===== src/rtl/vgac_pkg.sv =====
package vgac_pkg;

  localparam int MAX_BLOCK = 24;

  // Q2.21 fixed point
  localparam int ONE_Q21 = 1 << 21;
  localparam logic signed [31:0] TANH_LIM = 32'sd7340032;  // 3.5 in Q2.21
  localparam logic signed [31:0] ONE_S32 = 32'sd2097152;
  localparam logic [16:0] DRIVE_MAX = 17'd65536;
  localparam logic [16:0] DRIVE_HALF = 17'd32768;
  localparam logic [16:0] DRIVE_MIN = 17'd656;
  localparam logic [16:0] FUZZ_MIN = 17'd65;

  // divide by five: multiply by ceil(2^26 / 5), exact for operands below 2^26
  localparam logic signed [31:0] X5_RECIP = 32'sd13421773;
  localparam int X5_SHIFT = 26;

  // shared divider: 52-bit dividend, 29-bit divisor, one quotient bit a cycle
  localparam int DIV_NW = 52;
  localparam int DIV_DW = 29;
  localparam int DIV_CW = $clog2(DIV_NW);
  localparam logic [DIV_DW-1:0] TANH_K27 = DIV_DW'(27 * ONE_Q21);

  localparam logic [1:0] REG_DRIVE = 2'd0;
  localparam logic [1:0] REG_ENGINE = 2'd1;
  localparam logic [1:0] REG_BLOCK = 2'd2;

  localparam logic [4:0] ENG_FM_LO = 5'd2;
  localparam logic [4:0] ENG_FM_HI = 5'd4;

  typedef enum logic [1:0] {
    CMD_GATE,
    CMD_BLOCK,
    CMD_SAMPLE,
    CMD_UNKNOWN
  } cmd_t;

  typedef enum logic [1:0] {
    MODE_NONE,
    MODE_FADE,
    MODE_MUTE,
    MODE_RAMP
  } gmode_t;

  typedef enum logic [5:0] {
    OP_NONE, OP_ACCEPT, OP_GATE, OP_BLOCK, OP_SETUP, OP_CY,
    OP_TCHK, OP_TSQ, OP_TY2, OP_TNUM, OP_TDIV, OP_TFIN,
    OP_CDIV, OP_CFIN, OP_MDIV, OP_MFIN,
    OP_XLOAD, OP_X5DIV, OP_X5FIN, OP_XGMUL, OP_XG,
    OP_SMUL, OP_SAT, OP_HMUL, OP_HARD, OP_FMUL, OP_FUZZ, OP_MKMUL, OP_MK,
    OP_GMUL, OP_GDIV, OP_GFIN, OP_ADD, OP_OUT
  } dp_op_t;

  typedef enum logic [4:0] {
    S_IDLE, S_DISPATCH, S_PREP,
    S_TCHK, S_TSQ, S_TY2, S_TNUM, S_TDIV, S_TWAIT,
    S_CDIV, S_CWAIT, S_MDIV, S_MWAIT,
    S_XLOAD, S_X5DIV, S_X5WAIT, S_XGMUL, S_XG,
    S_SMUL, S_SAT, S_HMUL, S_HARD, S_FMUL, S_FUZZ, S_MKMUL, S_MK,
    S_GAIN, S_GDIV, S_GWAIT, S_ADD, S_FINISH
  } ctrl_state_t;

  typedef struct packed {
    dp_op_t op;
    logic   chan;
  } dp_cmd_t;

  typedef struct packed {
    cmd_t cmd;
    logic sat_on;
    logic fuzz_on;
    logic y_clip;
    logic fm;
    logic gain_mul;
    logic div_busy;
  } dp_stat_t;

  // round(v / 2^sh), halves away from zero
  function automatic logic signed [63:0] rshr(input logic signed [63:0] v,
                                              input int unsigned sh);
    logic [63:0] m;
    m = v[63] ? 64'(-v) : 64'(v);
    m = (m + (64'd1 << (sh - 1))) >> sh;
    return v[63] ? -$signed(m) : $signed(m);
  endfunction

  function automatic logic signed [23:0] sat24(input logic signed [63:0] v);
    if (v > 64'sd8388607) return 24'sh7FFFFF;
    if (v < -64'sd8388608) return 24'sh800000;
    return v[23:0];
  endfunction

endpackage


===== src/rtl/voice_gate_anticlick_saturator.sv =====
// Output stage of one synth voice. Requests are taken one at a time, and a
// block start or a sample may wait for the output register. Each pass through
// the shared radix-2 divider (start, 52 quotient bits, collect) sets the rate:
// per channel, a fade or ramp gain adds one pass, FM scaling adds a multiply
// by the reciprocal of five, and a drive of 656 or above adds the saturator
// steps (and the hard-clip blend with fuzz) plus a tanh pass, cut short when
// the argument clips. Once per sample that drive also costs a tanh pass and
// two divider passes for compensation and makeup gain. One 32x32 multiplier
// is shared by every multiply step. The result register lets the next
// request in while a finished result waits to be taken.
module voice_gate_anticlick_saturator
  import vgac_pkg::*;
(
  input  logic               clk,
  input  logic               rst,
  input  logic               cfg_we,
  input  logic [1:0]         cfg_index,
  input  logic [16:0]        cfg_data,
  input  logic               in_valid,
  output logic               in_ready,
  input  logic [1:0]         command,
  input  logic               gate_on,
  input  logic signed [15:0] voice_left,
  input  logic signed [15:0] voice_right,
  input  logic signed [23:0] mix_left,
  input  logic signed [23:0] mix_right,
  output logic               out_valid,
  input  logic               out_ready,
  output logic               result_kind,
  output logic               trigger_high,
  output logic signed [23:0] sum_left,
  output logic signed [23:0] sum_right
);

  dp_cmd_t  dp_cmd;
  dp_stat_t dp_stat;

  vgac_ctrl u_ctrl (
    .clk       (clk),
    .rst       (rst),
    .in_valid  (in_valid),
    .in_ready  (in_ready),
    .out_valid (out_valid),
    .out_ready (out_ready),
    .stat      (dp_stat),
    .cmd       (dp_cmd)
  );

  vgac_datapath u_dp (
    .clk          (clk),
    .rst          (rst),
    .cfg_we       (cfg_we),
    .cfg_index    (cfg_index),
    .cfg_data     (cfg_data),
    .command      (command),
    .gate_on      (gate_on),
    .voice_left   (voice_left),
    .voice_right  (voice_right),
    .mix_left     (mix_left),
    .mix_right    (mix_right),
    .cmd          (dp_cmd),
    .stat         (dp_stat),
    .result_kind  (result_kind),
    .trigger_high (trigger_high),
    .sum_left     (sum_left),
    .sum_right    (sum_right)
  );

  a_one_at_a_time: assert property (@(posedge clk) disable iff (rst)
    in_valid && in_ready |=> !in_ready)
    else $error("second request taken while one is in progress");

  a_div_idle: assert property (@(posedge clk) disable iff (rst)
    dp_stat.div_busy |-> !in_ready)
    else $error("divider still busy while idle");

  a_trig_zero: assert property (@(posedge clk) disable iff (rst)
    out_valid && !result_kind |-> sum_left == '0 && sum_right == '0)
    else $error("trigger result carries sample data");

endmodule


===== src/rtl/vgac_div.sv =====
module vgac_div
  import vgac_pkg::*;
(
  input  logic              clk,
  input  logic              rst,
  input  logic              start,
  input  logic [DIV_NW-1:0] num,
  input  logic [DIV_DW-1:0] den,
  output logic              busy,
  output logic [DIV_NW-1:0] quot
);

  logic [DIV_DW:0]   rem;
  logic [DIV_NW-1:0] qr;
  logic [DIV_DW-1:0] dr;
  logic [DIV_CW-1:0] cnt;
  logic [DIV_DW:0]   rem_sh;
  logic [DIV_DW+1:0] diff;
  logic              ge;

  assign rem_sh = {rem[DIV_DW-1:0], qr[DIV_NW-1]};
  assign diff = {1'b0, rem_sh} - {2'b00, dr};
  assign ge = !diff[DIV_DW+1];
  assign quot = qr;

  always_ff @(posedge clk) begin
    if (rst) begin
      busy <= 1'b0;
      cnt <= '0;
    end else if (start) begin
      busy <= 1'b1;
      cnt <= DIV_CW'(DIV_NW - 1);
    end else if (busy) begin
      if (cnt == '0) busy <= 1'b0;
      else cnt <= cnt - 1'b1;
    end
  end

  always_ff @(posedge clk) begin
    if (start) begin
      rem <= '0;
      qr <= num;
      dr <= den;
    end else if (busy) begin
      rem <= ge ? diff[DIV_DW:0] : rem_sh;
      qr <= {qr[DIV_NW-2:0], ge};
    end
  end

endmodule


===== src/rtl/vgac_datapath.sv =====
module vgac_datapath
  import vgac_pkg::*;
(
  input  logic               clk,
  input  logic               rst,
  input  logic               cfg_we,
  input  logic [1:0]         cfg_index,
  input  logic [16:0]        cfg_data,
  input  logic [1:0]         command,
  input  logic               gate_on,
  input  logic signed [15:0] voice_left,
  input  logic signed [15:0] voice_right,
  input  logic signed [23:0] mix_left,
  input  logic signed [23:0] mix_right,
  input  dp_cmd_t            cmd,
  output dp_stat_t           stat,
  output logic               result_kind,
  output logic               trigger_high,
  output logic signed [23:0] sum_left,
  output logic signed [23:0] sum_right
);

  logic [16:0] drive;
  logic [4:0]  engine_select;
  logic [4:0]  block_size;

  logic        gate_level, note_on_pending, last_trigger_high, anticlick_faded;
  logic [2:0]  anticlick_count;
  gmode_t      block_gain_mode;
  logic [4:0]  sample_index;

  cmd_t               cmd_r;
  logic               gate_on_r;
  logic signed [15:0] vl, vr;
  logic signed [23:0] ml, mr;

  logic [16:0] d_r, fuzz_r;
  logic [19:0] gain_r;
  logic [4:0]  nsz, gfac;
  logic signed [31:0] y_r, x_r, xg_r, sat_r, hard_r, m_r;
  logic [26:0] y2_r;
  logic signed [22:0] t_r;
  logic [22:0] comp_r;
  logic [21:0] makeup_r;
  logic signed [63:0] prod;
  logic        div_neg;
  logic signed [23:0] res_l, res_r;
  logic        res_kind, res_trig;

  logic fm;
  assign fm = engine_select >= ENG_FM_LO && engine_select <= ENG_FM_HI;

  always_ff @(posedge clk) begin
    if (rst) begin
      drive <= '0;
      engine_select <= '0;
      block_size <= 5'd24;
    end else if (cfg_we) begin
      unique case (cfg_index)
        REG_DRIVE:  drive <= cfg_data;
        REG_ENGINE: engine_select <= cfg_data[4:0];
        REG_BLOCK:  block_size <= cfg_data[4:0];
        default: ;
      endcase
    end
  end

  // block-start decision
  logic   blk_trig, blk_pend, blk_faded;
  logic [2:0] blk_cnt;
  gmode_t blk_mode;

  always_comb begin
    blk_cnt = anticlick_count;
    blk_faded = anticlick_faded;
    blk_pend = note_on_pending;
    if (note_on_pending && last_trigger_high) begin
      blk_trig = 1'b0;
      if (fm && anticlick_count == 3'd0) begin
        blk_cnt = 3'd7;
        blk_faded = 1'b0;
      end
    end else if (note_on_pending) begin
      blk_trig = 1'b1;
      blk_pend = 1'b0;
      if (fm && anticlick_count == 3'd0) begin
        blk_cnt = 3'd6;
        blk_faded = 1'b0;
      end
    end else begin
      blk_trig = gate_level;
    end
    blk_mode = MODE_NONE;
    if (blk_cnt != 3'd0) begin
      if (!blk_faded) begin
        blk_mode = MODE_FADE;
        blk_faded = 1'b1;
      end else if (blk_cnt > 3'd1) begin
        blk_mode = MODE_MUTE;
      end else begin
        blk_mode = MODE_RAMP;
      end
      blk_cnt = blk_cnt - 3'd1;
    end
  end

  // per-sample settings
  logic [16:0] d_c;
  logic [19:0] gain_c;
  logic [16:0] fuzz_c;
  logic [4:0]  n_c, gfac_c;
  logic [5:0]  k_c;

  always_comb begin
    d_c = drive > DRIVE_MAX ? DRIVE_MAX : drive;
    if (d_c <= DRIVE_HALF) begin
      gain_c = 20'(32'd65536 + 32'd6 * 32'(d_c));
      fuzz_c = '0;
    end else begin
      gain_c = 20'(32'd262144 + 32'd10 * 32'(d_c - DRIVE_HALF));
      fuzz_c = 17'(32'd2 * 32'(d_c - DRIVE_HALF));
    end
    if (block_size == 5'd0) n_c = 5'd1;
    else if (32'(block_size) > MAX_BLOCK) n_c = 5'(MAX_BLOCK);
    else n_c = block_size;
    k_c = 6'(sample_index) + 6'd1;
    unique case (block_gain_mode)
      MODE_FADE: gfac_c = (k_c >= 6'(n_c)) ? 5'd0 : 5'(6'(n_c) - k_c);
      MODE_RAMP: gfac_c = (k_c >= 6'(n_c)) ? n_c : 5'(k_c);
      default:   gfac_c = 5'd0;
    endcase
  end

  // shared multiplier and divider operand selection
  logic signed [31:0] ma, mb, hard_c;
  logic signed [63:0] mprod;
  logic               mul_en;
  logic               div_start, div_neg_in, div_busy;
  logic [DIV_NW-1:0]  div_num, div_quot;
  logic [DIV_DW-1:0]  div_den, tden;
  logic [63:0]        pabs;
  logic [31:0]        xabs;
  logic [17:0]        mk_den;
  logic signed [52:0] qs;
  logic signed [31:0] x5q;
  logic signed [15:0] vsel;
  logic signed [23:0] msel;

  assign pabs = prod[63] ? 64'(-prod) : 64'(prod);
  assign xabs = x_r[31] ? 32'(-x_r) : 32'(x_r);
  assign tden = TANH_K27 + DIV_DW'(y2_r) * DIV_DW'(9);
  assign mk_den = 18'(d_r) + 18'd65536;
  assign hard_c = xg_r > ONE_S32 ? ONE_S32 : (xg_r < -ONE_S32 ? -ONE_S32 : xg_r);
  assign qs = div_neg ? -$signed({1'b0, div_quot}) : $signed({1'b0, div_quot});
  assign x5q = 32'(prod >>> X5_SHIFT);
  assign vsel = cmd.chan ? vr : vl;
  assign msel = cmd.chan ? mr : ml;
  assign mprod = 64'(ma) * 64'(mb);

  always_comb begin
    ma = '0;
    mb = '0;
    mul_en = 1'b0;
    div_start = 1'b0;
    div_neg_in = 1'b0;
    div_num = '0;
    div_den = '0;
    unique case (cmd.op)
      OP_TSQ: begin
        ma = y_r; mb = y_r; mul_en = 1'b1;
      end
      OP_TNUM: begin
        ma = y_r; mb = $signed(32'(TANH_K27) + 32'(y2_r)); mul_en = 1'b1;
      end
      OP_XGMUL: begin
        ma = x_r; mb = $signed(32'(gain_r)); mul_en = 1'b1;
      end
      OP_SMUL: begin
        ma = 32'(t_r); mb = $signed(32'(comp_r)); mul_en = 1'b1;
      end
      OP_HMUL: begin
        ma = hard_c; mb = $signed(32'(comp_r)); mul_en = 1'b1;
      end
      OP_FMUL: begin
        ma = $signed(32'(fuzz_r)); mb = hard_r - sat_r; mul_en = 1'b1;
      end
      OP_MKMUL: begin
        ma = m_r; mb = $signed(32'(makeup_r)); mul_en = 1'b1;
      end
      OP_GMUL: begin
        ma = x_r; mb = $signed(32'(gfac)); mul_en = 1'b1;
      end
      OP_X5DIV: begin
        // magnitude plus half the divisor, rounded away from zero
        ma = $signed(xabs + 32'd2); mb = X5_RECIP; mul_en = 1'b1;
      end
      OP_TDIV: begin
        div_start = 1'b1;
        div_neg_in = prod[63];
        div_den = tden;
        div_num = DIV_NW'(pabs) + DIV_NW'(tden >> 1);
      end
      OP_CDIV: begin
        div_start = 1'b1;
        div_den = DIV_DW'(t_r[21:0]);
        div_num = (DIV_NW'(1) << 42) + (DIV_NW'(t_r[21:0]) >> 1);
      end
      OP_MDIV: begin
        div_start = 1'b1;
        div_den = DIV_DW'(mk_den);
        div_num = (DIV_NW'(1) << 37) + DIV_NW'(mk_den >> 1);
      end
      OP_GDIV: begin
        div_start = 1'b1;
        div_neg_in = prod[63];
        div_den = DIV_DW'(nsz);
        div_num = DIV_NW'(pabs) + DIV_NW'(nsz >> 1);
      end
      default: ;
    endcase
  end

  vgac_div u_div (
    .clk   (clk),
    .rst   (rst),
    .start (div_start),
    .num   (div_num),
    .den   (div_den),
    .busy  (div_busy),
    .quot  (div_quot)
  );

  always_ff @(posedge clk) begin
    if (mul_en) prod <= mprod;
    if (div_start) div_neg <= div_neg_in;
  end

  // voice state
  always_ff @(posedge clk) begin
    if (rst) begin
      gate_level <= 1'b0;
      note_on_pending <= 1'b0;
      last_trigger_high <= 1'b0;
      anticlick_count <= '0;
      anticlick_faded <= 1'b0;
      block_gain_mode <= MODE_NONE;
      sample_index <= '0;
    end else begin
      unique case (cmd.op)
        OP_GATE: begin
          if (gate_on_r) note_on_pending <= 1'b1;
          gate_level <= gate_on_r;
        end
        OP_BLOCK: begin
          note_on_pending <= blk_pend;
          last_trigger_high <= blk_trig;
          anticlick_count <= blk_cnt;
          anticlick_faded <= blk_faded;
          block_gain_mode <= blk_mode;
          sample_index <= '0;
        end
        OP_ADD: begin
          if (cmd.chan && sample_index != 5'd31) sample_index <= sample_index + 5'd1;
        end
        default: ;
      endcase
    end
  end

  // working registers
  always_ff @(posedge clk) begin
    unique case (cmd.op)
      OP_ACCEPT: begin
        cmd_r <= cmd_t'(command);
        gate_on_r <= gate_on;
        vl <= voice_left;
        vr <= voice_right;
        ml <= mix_left;
        mr <= mix_right;
      end
      OP_BLOCK: begin
        res_kind <= 1'b0;
        res_trig <= blk_trig;
        res_l <= '0;
        res_r <= '0;
      end
      OP_SETUP: begin
        d_r <= d_c;
        gain_r <= gain_c;
        fuzz_r <= fuzz_c;
        nsz <= n_c;
        gfac <= gfac_c;
      end
      OP_CY:    y_r <= $signed(32'(gain_r) << 5);
      OP_TCHK: begin
        if (y_r > TANH_LIM) t_r <= 23'sd2097152;
        else if (y_r < -TANH_LIM) t_r <= -23'sd2097152;
      end
      OP_TY2:   y2_r <= 27'(rshr(prod, 21));
      OP_TFIN:  t_r <= 23'(qs);
      OP_CFIN:  comp_r <= 23'(qs);
      OP_MFIN:  makeup_r <= 22'(qs);
      OP_XLOAD: x_r <= {{10{vsel[15]}}, vsel, 6'b0};
      OP_X5FIN: x_r <= x_r[31] ? -x5q : x5q;
      OP_XG: begin
        xg_r <= 32'(rshr(prod, 16));
        y_r <= 32'(rshr(prod, 16));
      end
      OP_SAT: begin
        sat_r <= 32'(rshr(prod, 21));
        m_r <= 32'(rshr(prod, 21));
      end
      OP_HARD:  hard_r <= 32'(rshr(prod, 21));
      OP_FUZZ:  m_r <= sat_r + 32'(rshr(prod, 16));
      OP_MK:    x_r <= 32'(rshr(prod, 21));
      OP_GFIN:  x_r <= 32'(qs);
      OP_ADD: begin
        if (cmd.chan) begin
          res_r <= sat24(64'(msel) + ((block_gain_mode == MODE_MUTE) ? 64'sd0 : 64'(x_r)));
          res_kind <= 1'b1;
          res_trig <= 1'b0;
        end else begin
          res_l <= sat24(64'(msel) + ((block_gain_mode == MODE_MUTE) ? 64'sd0 : 64'(x_r)));
        end
      end
      OP_OUT: begin
        result_kind <= res_kind;
        trigger_high <= res_trig;
        sum_left <= res_l;
        sum_right <= res_r;
      end
      default: ;
    endcase
  end

  always_comb begin
    stat.cmd = cmd_r;
    stat.sat_on = d_r >= DRIVE_MIN;
    stat.fuzz_on = fuzz_r > FUZZ_MIN;
    stat.y_clip = y_r > TANH_LIM || y_r < -TANH_LIM;
    stat.fm = fm;
    stat.gain_mul = block_gain_mode == MODE_FADE || block_gain_mode == MODE_RAMP;
    stat.div_busy = div_busy;
  end

endmodule


===== src/rtl/vgac_ctrl.sv =====
module vgac_ctrl
  import vgac_pkg::*;
(
  input  logic     clk,
  input  logic     rst,
  input  logic     in_valid,
  output logic     in_ready,
  output logic     out_valid,
  input  logic     out_ready,
  input  dp_stat_t stat,
  output dp_cmd_t  cmd
);

  ctrl_state_t state, state_next;
  logic chan, chan_next;
  logic ret_comp, ret_comp_next;
  logic out_valid_next;
  ctrl_state_t tanh_ret;

  assign tanh_ret = ret_comp ? S_CDIV : S_SMUL;
  assign in_ready = state == S_IDLE;

  always_ff @(posedge clk) begin
    if (rst) begin
      state <= S_IDLE;
      chan <= 1'b0;
      ret_comp <= 1'b0;
      out_valid <= 1'b0;
    end else begin
      state <= state_next;
      chan <= chan_next;
      ret_comp <= ret_comp_next;
      out_valid <= out_valid_next;
    end
  end

  always_comb begin
    state_next = state;
    chan_next = chan;
    ret_comp_next = ret_comp;
    out_valid_next = out_valid && !out_ready;
    cmd.op = OP_NONE;
    cmd.chan = chan;
    unique case (state)
      S_IDLE: begin
        if (in_valid) begin
          cmd.op = OP_ACCEPT;
          state_next = S_DISPATCH;
        end
      end
      S_DISPATCH: begin
        chan_next = 1'b0;
        unique case (stat.cmd)
          CMD_GATE: begin
            cmd.op = OP_GATE;
            state_next = S_IDLE;
          end
          CMD_BLOCK: begin
            cmd.op = OP_BLOCK;
            state_next = S_FINISH;
          end
          CMD_SAMPLE: begin
            cmd.op = OP_SETUP;
            state_next = S_PREP;
          end
          CMD_UNKNOWN: state_next = S_IDLE;
        endcase
      end
      S_PREP: begin
        if (stat.sat_on) begin
          cmd.op = OP_CY;
          ret_comp_next = 1'b1;
          state_next = S_TCHK;
        end else begin
          state_next = S_XLOAD;
        end
      end
      // tanh approximation, shared by the compensation and the signal path
      S_TCHK: begin
        cmd.op = OP_TCHK;
        state_next = stat.y_clip ? tanh_ret : S_TSQ;
      end
      S_TSQ: begin
        cmd.op = OP_TSQ;
        state_next = S_TY2;
      end
      S_TY2: begin
        cmd.op = OP_TY2;
        state_next = S_TNUM;
      end
      S_TNUM: begin
        cmd.op = OP_TNUM;
        state_next = S_TDIV;
      end
      S_TDIV: begin
        cmd.op = OP_TDIV;
        state_next = S_TWAIT;
      end
      S_TWAIT: begin
        if (!stat.div_busy) begin
          cmd.op = OP_TFIN;
          state_next = tanh_ret;
        end
      end
      S_CDIV: begin
        cmd.op = OP_CDIV;
        state_next = S_CWAIT;
      end
      S_CWAIT: begin
        if (!stat.div_busy) begin
          cmd.op = OP_CFIN;
          state_next = S_MDIV;
        end
      end
      S_MDIV: begin
        cmd.op = OP_MDIV;
        state_next = S_MWAIT;
      end
      S_MWAIT: begin
        if (!stat.div_busy) begin
          cmd.op = OP_MFIN;
          state_next = S_XLOAD;
        end
      end
      S_XLOAD: begin
        cmd.op = OP_XLOAD;
        if (stat.fm) state_next = S_X5DIV;
        else state_next = stat.sat_on ? S_XGMUL : S_GAIN;
      end
      S_X5DIV: begin
        cmd.op = OP_X5DIV;
        state_next = S_X5WAIT;
      end
      S_X5WAIT: begin
        if (!stat.div_busy) begin
          cmd.op = OP_X5FIN;
          state_next = stat.sat_on ? S_XGMUL : S_GAIN;
        end
      end
      S_XGMUL: begin
        cmd.op = OP_XGMUL;
        state_next = S_XG;
      end
      S_XG: begin
        cmd.op = OP_XG;
        ret_comp_next = 1'b0;
        state_next = S_TCHK;
      end
      S_SMUL: begin
        cmd.op = OP_SMUL;
        state_next = S_SAT;
      end
      S_SAT: begin
        cmd.op = OP_SAT;
        state_next = stat.fuzz_on ? S_HMUL : S_MKMUL;
      end
      S_HMUL: begin
        cmd.op = OP_HMUL;
        state_next = S_HARD;
      end
      S_HARD: begin
        cmd.op = OP_HARD;
        state_next = S_FMUL;
      end
      S_FMUL: begin
        cmd.op = OP_FMUL;
        state_next = S_FUZZ;
      end
      S_FUZZ: begin
        cmd.op = OP_FUZZ;
        state_next = S_MKMUL;
      end
      S_MKMUL: begin
        cmd.op = OP_MKMUL;
        state_next = S_MK;
      end
      S_MK: begin
        cmd.op = OP_MK;
        state_next = S_GAIN;
      end
      S_GAIN: begin
        if (stat.gain_mul) begin
          cmd.op = OP_GMUL;
          state_next = S_GDIV;
        end else begin
          state_next = S_ADD;
        end
      end
      S_GDIV: begin
        cmd.op = OP_GDIV;
        state_next = S_GWAIT;
      end
      S_GWAIT: begin
        if (!stat.div_busy) begin
          cmd.op = OP_GFIN;
          state_next = S_ADD;
        end
      end
      S_ADD: begin
        cmd.op = OP_ADD;
        if (!chan) begin
          chan_next = 1'b1;
          state_next = S_XLOAD;
        end else begin
          state_next = S_FINISH;
        end
      end
      S_FINISH: begin
        // hold until the output register is free
        if (!out_valid || out_ready) begin
          cmd.op = OP_OUT;
          out_valid_next = 1'b1;
          state_next = S_IDLE;
        end
      end
      default: state_next = S_IDLE;
    endcase
  end

endmodule


===== config.mk =====
export PLATFORM = sky130hd
export DESIGN_NAME = voice_gate_anticlick_saturator
export DESIGN_NICKNAME = d
export VERILOG_FILES = /design/src/rtl/vgac_pkg.sv /design/src/rtl/voice_gate_anticlick_saturator.sv /design/src/rtl/vgac_div.sv /design/src/rtl/vgac_datapath.sv /design/src/rtl/vgac_ctrl.sv
export SDC_FILE = /design/constraint.sdc
export NUM_CORES = 2
export LEC_CHECK = 0
export BUFFER_PORTS_ARGS = -buffer_cell sky130_fd_sc_hd__buf_2
export CORE_ASPECT_RATIO = 0.8
export CORE_MARGIN = 4
export CORE_UTILIZATION = 55
export DETAILED_ROUTE_END_ITERATION = 7
export PLACE_DENSITY = 0.79
export SLEW_MARGIN = 40
export SYNTH_ARGS = -nofsm -noshare
export SYNTH_HDL_FRONTEND = slang
export SYNTH_SLANG_ARGS = --single-unit

===== constraint.sdc =====
create_clock -name clk -period 13.4 [get_ports clk]
set_input_delay 2.68 -clock clk [delete_from_list [all_inputs] [get_ports clk]]
set_output_delay 2.68 -clock clk [all_outputs]
set_load 0.05 [all_outputs]

==> results.sh <==
export IMPL_peakVddDrop_mv=0.2068
export IMPL_critPathLaunchType="primary input"
export IMPL_wl_per_cell_um=29.14
export IMPL_clkPwrFrac_pct=14.5
export IMPL_avgSynthCellArea_um2=9.363
export IMPL_min_path_cells=0
export IMPL_clock_skew_ns=0.07819
export IMPL_swShare_pct=51.29
export IMPL_grt_pass1_vias=72430
export IMPL_cp_num_buf_inv=13
export IMPL_gr_total_overflow=0
export IMPL_pin_count=159
export IMPL_min_period_ns=12.94
export IMPL_finalCritPeriodShare_pct=96.60
export IMPL_area_delta_synth_final_pct=10.70
export IMPL_vias_per_cell=6.399
export IMPL_ctsHoldBuffers=0
export IMPL_yosys_register_bits=757
export IMPL_async_flop_share_pct=0
export IMPL_fin_cells=11490
export IMPL_synth_fp_nets=10810
export IMPL_start_util_pct=55.72
export IMPL_combPwrFrac_pct=60.5
export IMPL_final_setup_viol_count=0
export IMPL_path_max_fanout=23
export IMPL_yosys_most_used_dff="edfxtp_1"
export IMPL_die_h_um=360.3
export IMPL_maxSlewViolCount=0
export IMPL_cpMostUsedCell="fa_1"
export IMPL_max_slew_margin_pct=30.55
export IMPL_max_freq_mhz=77.26
export IMPL_drv_cap=0
export IMPL_power_switching_mw=8.435
export IMPL_fin_ws_ns=0.4561
export IMPL_clockBufferDepth=3
export IMPL_hold_viol=0
export IMPL_place_hpwl_um=272200
export IMPL_cpLargestDelayFamily="adder cells"
export IMPL_tightest_slew_ns=1.042
export IMPL_worst_setup_path_type="primary input to flop"
export IMPL_num_rows=128
export IMPL_grt_max_degree=74
export IMPL_port_buffers=158
export IMPL_rr_worst_depth=40
export IMPL_crit_slowest_cell="o31ai_1"
export IMPL_gp_congestion=1.134
export IMPL_cts_setup_buffers=0
export IMPL_cts_sinks=757
export IMPL_p_leak_nw=42.39
export IMPL_layout_commonest_cell="inv_1"
export IMPL_layout_common_cells="inv_1 (1434), fa_1 (1098), nand2_1 (1067), nor2_1 (799), edfxtp_1 (672)"
export IMPL_seqPwrFrac_pct=25.0
export IMPL_power_internal_mw=8.012
export IMPL_grt_pass1_wl_um=488400
export IMPL_postSynthCellCount=9111
export IMPL_die_x_um=448.3
export IMPL_placedCellCount=11310
export IMPL_min_path_type="flop to flop"
export IMPL_drt_antenna_violating_nets=0
export IMPL_synth_warnings=0
export IMPL_grtUsageTotal_pct=41.52
export IMPL_clk_pin_slew_ns=0.06
export IMPL_ctsResizeCount=0
export IMPL_root_buffer="clkbuf_16"
export IMPL_pre_cts_ws_ns=-0.03577
export IMPL_numCtsBuffers=83
export IMPL_cp_required_ns=13.87
export IMPL_die_area_um2=161500
export IMPL_clock_latency_ns=0.76
export IMPL_rsz0062_at_grt="yes"
export IMPL_power_density_nw_per_um2=174.2
export IMPL_ys_types=99
export IMPL_max_stage_delay_ns=0.72
export IMPL_layout_drive_gt1_share_pct=10.14
export IMPL_synth_seq_area_share_pct=25.65
export IMPL_status="finished with violations"
export IMPL_drc_errors=30
export IMPL_cp_depth=42
export IMPL_post_synth_instance_area_um2=85310
export IMPL_finalNetCount=11080
export IMPL_hold_slack_ns=0.3797
export IMPL_dr_pass1_iters=8
export IMPL_worstPathArrival_ns=13.41
export IMPL_violations="DRC"
export IMPL_antenna_found_initial=20
export IMPL_drt_iter0_drc=10980
export IMPL_cts_tree="yes"
export IMPL_critical_path_endpoint_type="flop"
export IMPL_via_count=73510
export IMPL_drt_total_wl_um=334800
export IMPL_synth_edf_count=672
export IMPL_core_area_um2=153100
export IMPL_htreeDepth=3
## power by group through the flow
stage | Combinational [mW] | Clock, mW | Sequential (mW)
2_1_floorplan | 5.59 | 0 | 3.88
6_report | 9.95 | 2.38 | 4.11
5_1_grt | 10.4 | 2.49 | 4.12
3_3_place_gp | 9.09 | 0 | 4.09
4_1_cts | 9.44 | 2.39 | 4.06
3_5_place_dp | 9.37 | 0 | 4.10
## Yosys cell counts (49+ instances only)
cell type	n	area share, %
a21o_1	100	0.88
a21oi_1	406	2.4
a221oi_1	51	0.52
a22oi_1	49	0.43
and2_1	108	0.79
clkbuf_1	373	1.6
dfxtp_1	85	2.0
edfxtp_1	672	24
fa_1	1098	26
ha_1	491	7.2
inv_1	1436	6.3
mux2i_1	67	0.79
nand2_1	1069	4.7
nand2b_1	82	0.60
nand3_1	125	0.73
nand4_1	52	0.38
nor2_1	807	3.6
nor2b_1	58	0.43
nor3_1	139	0.82
nor4_1	67	0.49
o21ai_0	319	1.9
o31ai_1	73	0.64
or3_1	69	0.51
or4_1	51	0.45
xnor2_1	327	3.4
xor2_1	217	2.2
## through the flow
step                util, %    TNS (ns)  area [um2]  power (mW)
CTS                   61.52           0       94180       15.89
global route          61.66  -0.0001705       94410       17.02
detailed placement    59.72    -0.03577       91440       13.48
finish                61.68           0       94440       16.45
floorplan                 -           0       85310       9.469
global placement      59.51           0       91120       13.18
## path summary, 6_finish.rpt
check,from,to,slack [ns]
worst max-delay path,out_ready,u_dp.prod[63],0.46
worst min register to register,u_dp.res_l[0],u_dp.sum_left[0],0.38
worst min-delay path,u_dp.res_l[0],u_dp.sum_left[0],0.38
worst max register to register,u_dp.x_r[1],u_dp.prod[55],0.49
## per-layer routing
metal | part of all wire (%) | wire length, um | vias up | GRT usage (%)
met5 | 0.11 | 364 | - | 0.08818
met4 | 8.8 | 29300 | 16 | 27.57
met3 | 15 | 51330 | 1246 | 16.79
met2 | 40 | 133900 | 5465 | 56.61
met1 | 36 | 119900 | 36120 | 54.27
li1 | - | - | 30660 | -
## state kept, by name, indices dropped and copies added (netlist names), 22 cells and up
name             flops
u_dp.sum_right      24
u_dp.makeup_r       22
u_dp.x_r            32
u_dp.t_r            23
u_dp.sat_r          32
u_dp.comp_r         23
u_dp.y2_r           27
u_dp.mr             24
u_dp.hard_r         32
u_dp.u_div.dr       29
u_dp.y_r            32
u_dp.m_r            32
u_dp.xg_r           32
u_dp.res_r          24
u_dp.sum_left       24
u_dp.ml             24
u_dp.u_div.rem      29
u_dp.prod           59
u_dp.res_l          24
u_dp.u_div.quot     52
## cell families after synthesis
group                    after synthesis  share of synthesized area, %
XOR/XNOR                             547                         5.660
AO/OA/AOI/OAI                       1464                         11.21
adder cells (fa/ha/maj)             1589                         32.97
AND/OR/NAND/NOR                     2800                         15.05
multiplexers                         104                         1.275
flip-flops                           757                         25.65
buffers and inverters               1850                         8.187
## cell type report
cell class / count / area (um2)
diodes: 18 / 45.04
clock buffers: 97 / 2160
clock inverters: 56 / 588.1
fillers: 12640 / 58670
inverters: 1442 / 5416
multi-input cells: 6504 / 57200
flip-flops and latches: 757 / 21880
well taps: 2015 / 2521
repair buffers: 599 / 4622
Power figures use the tool's default switching activity.
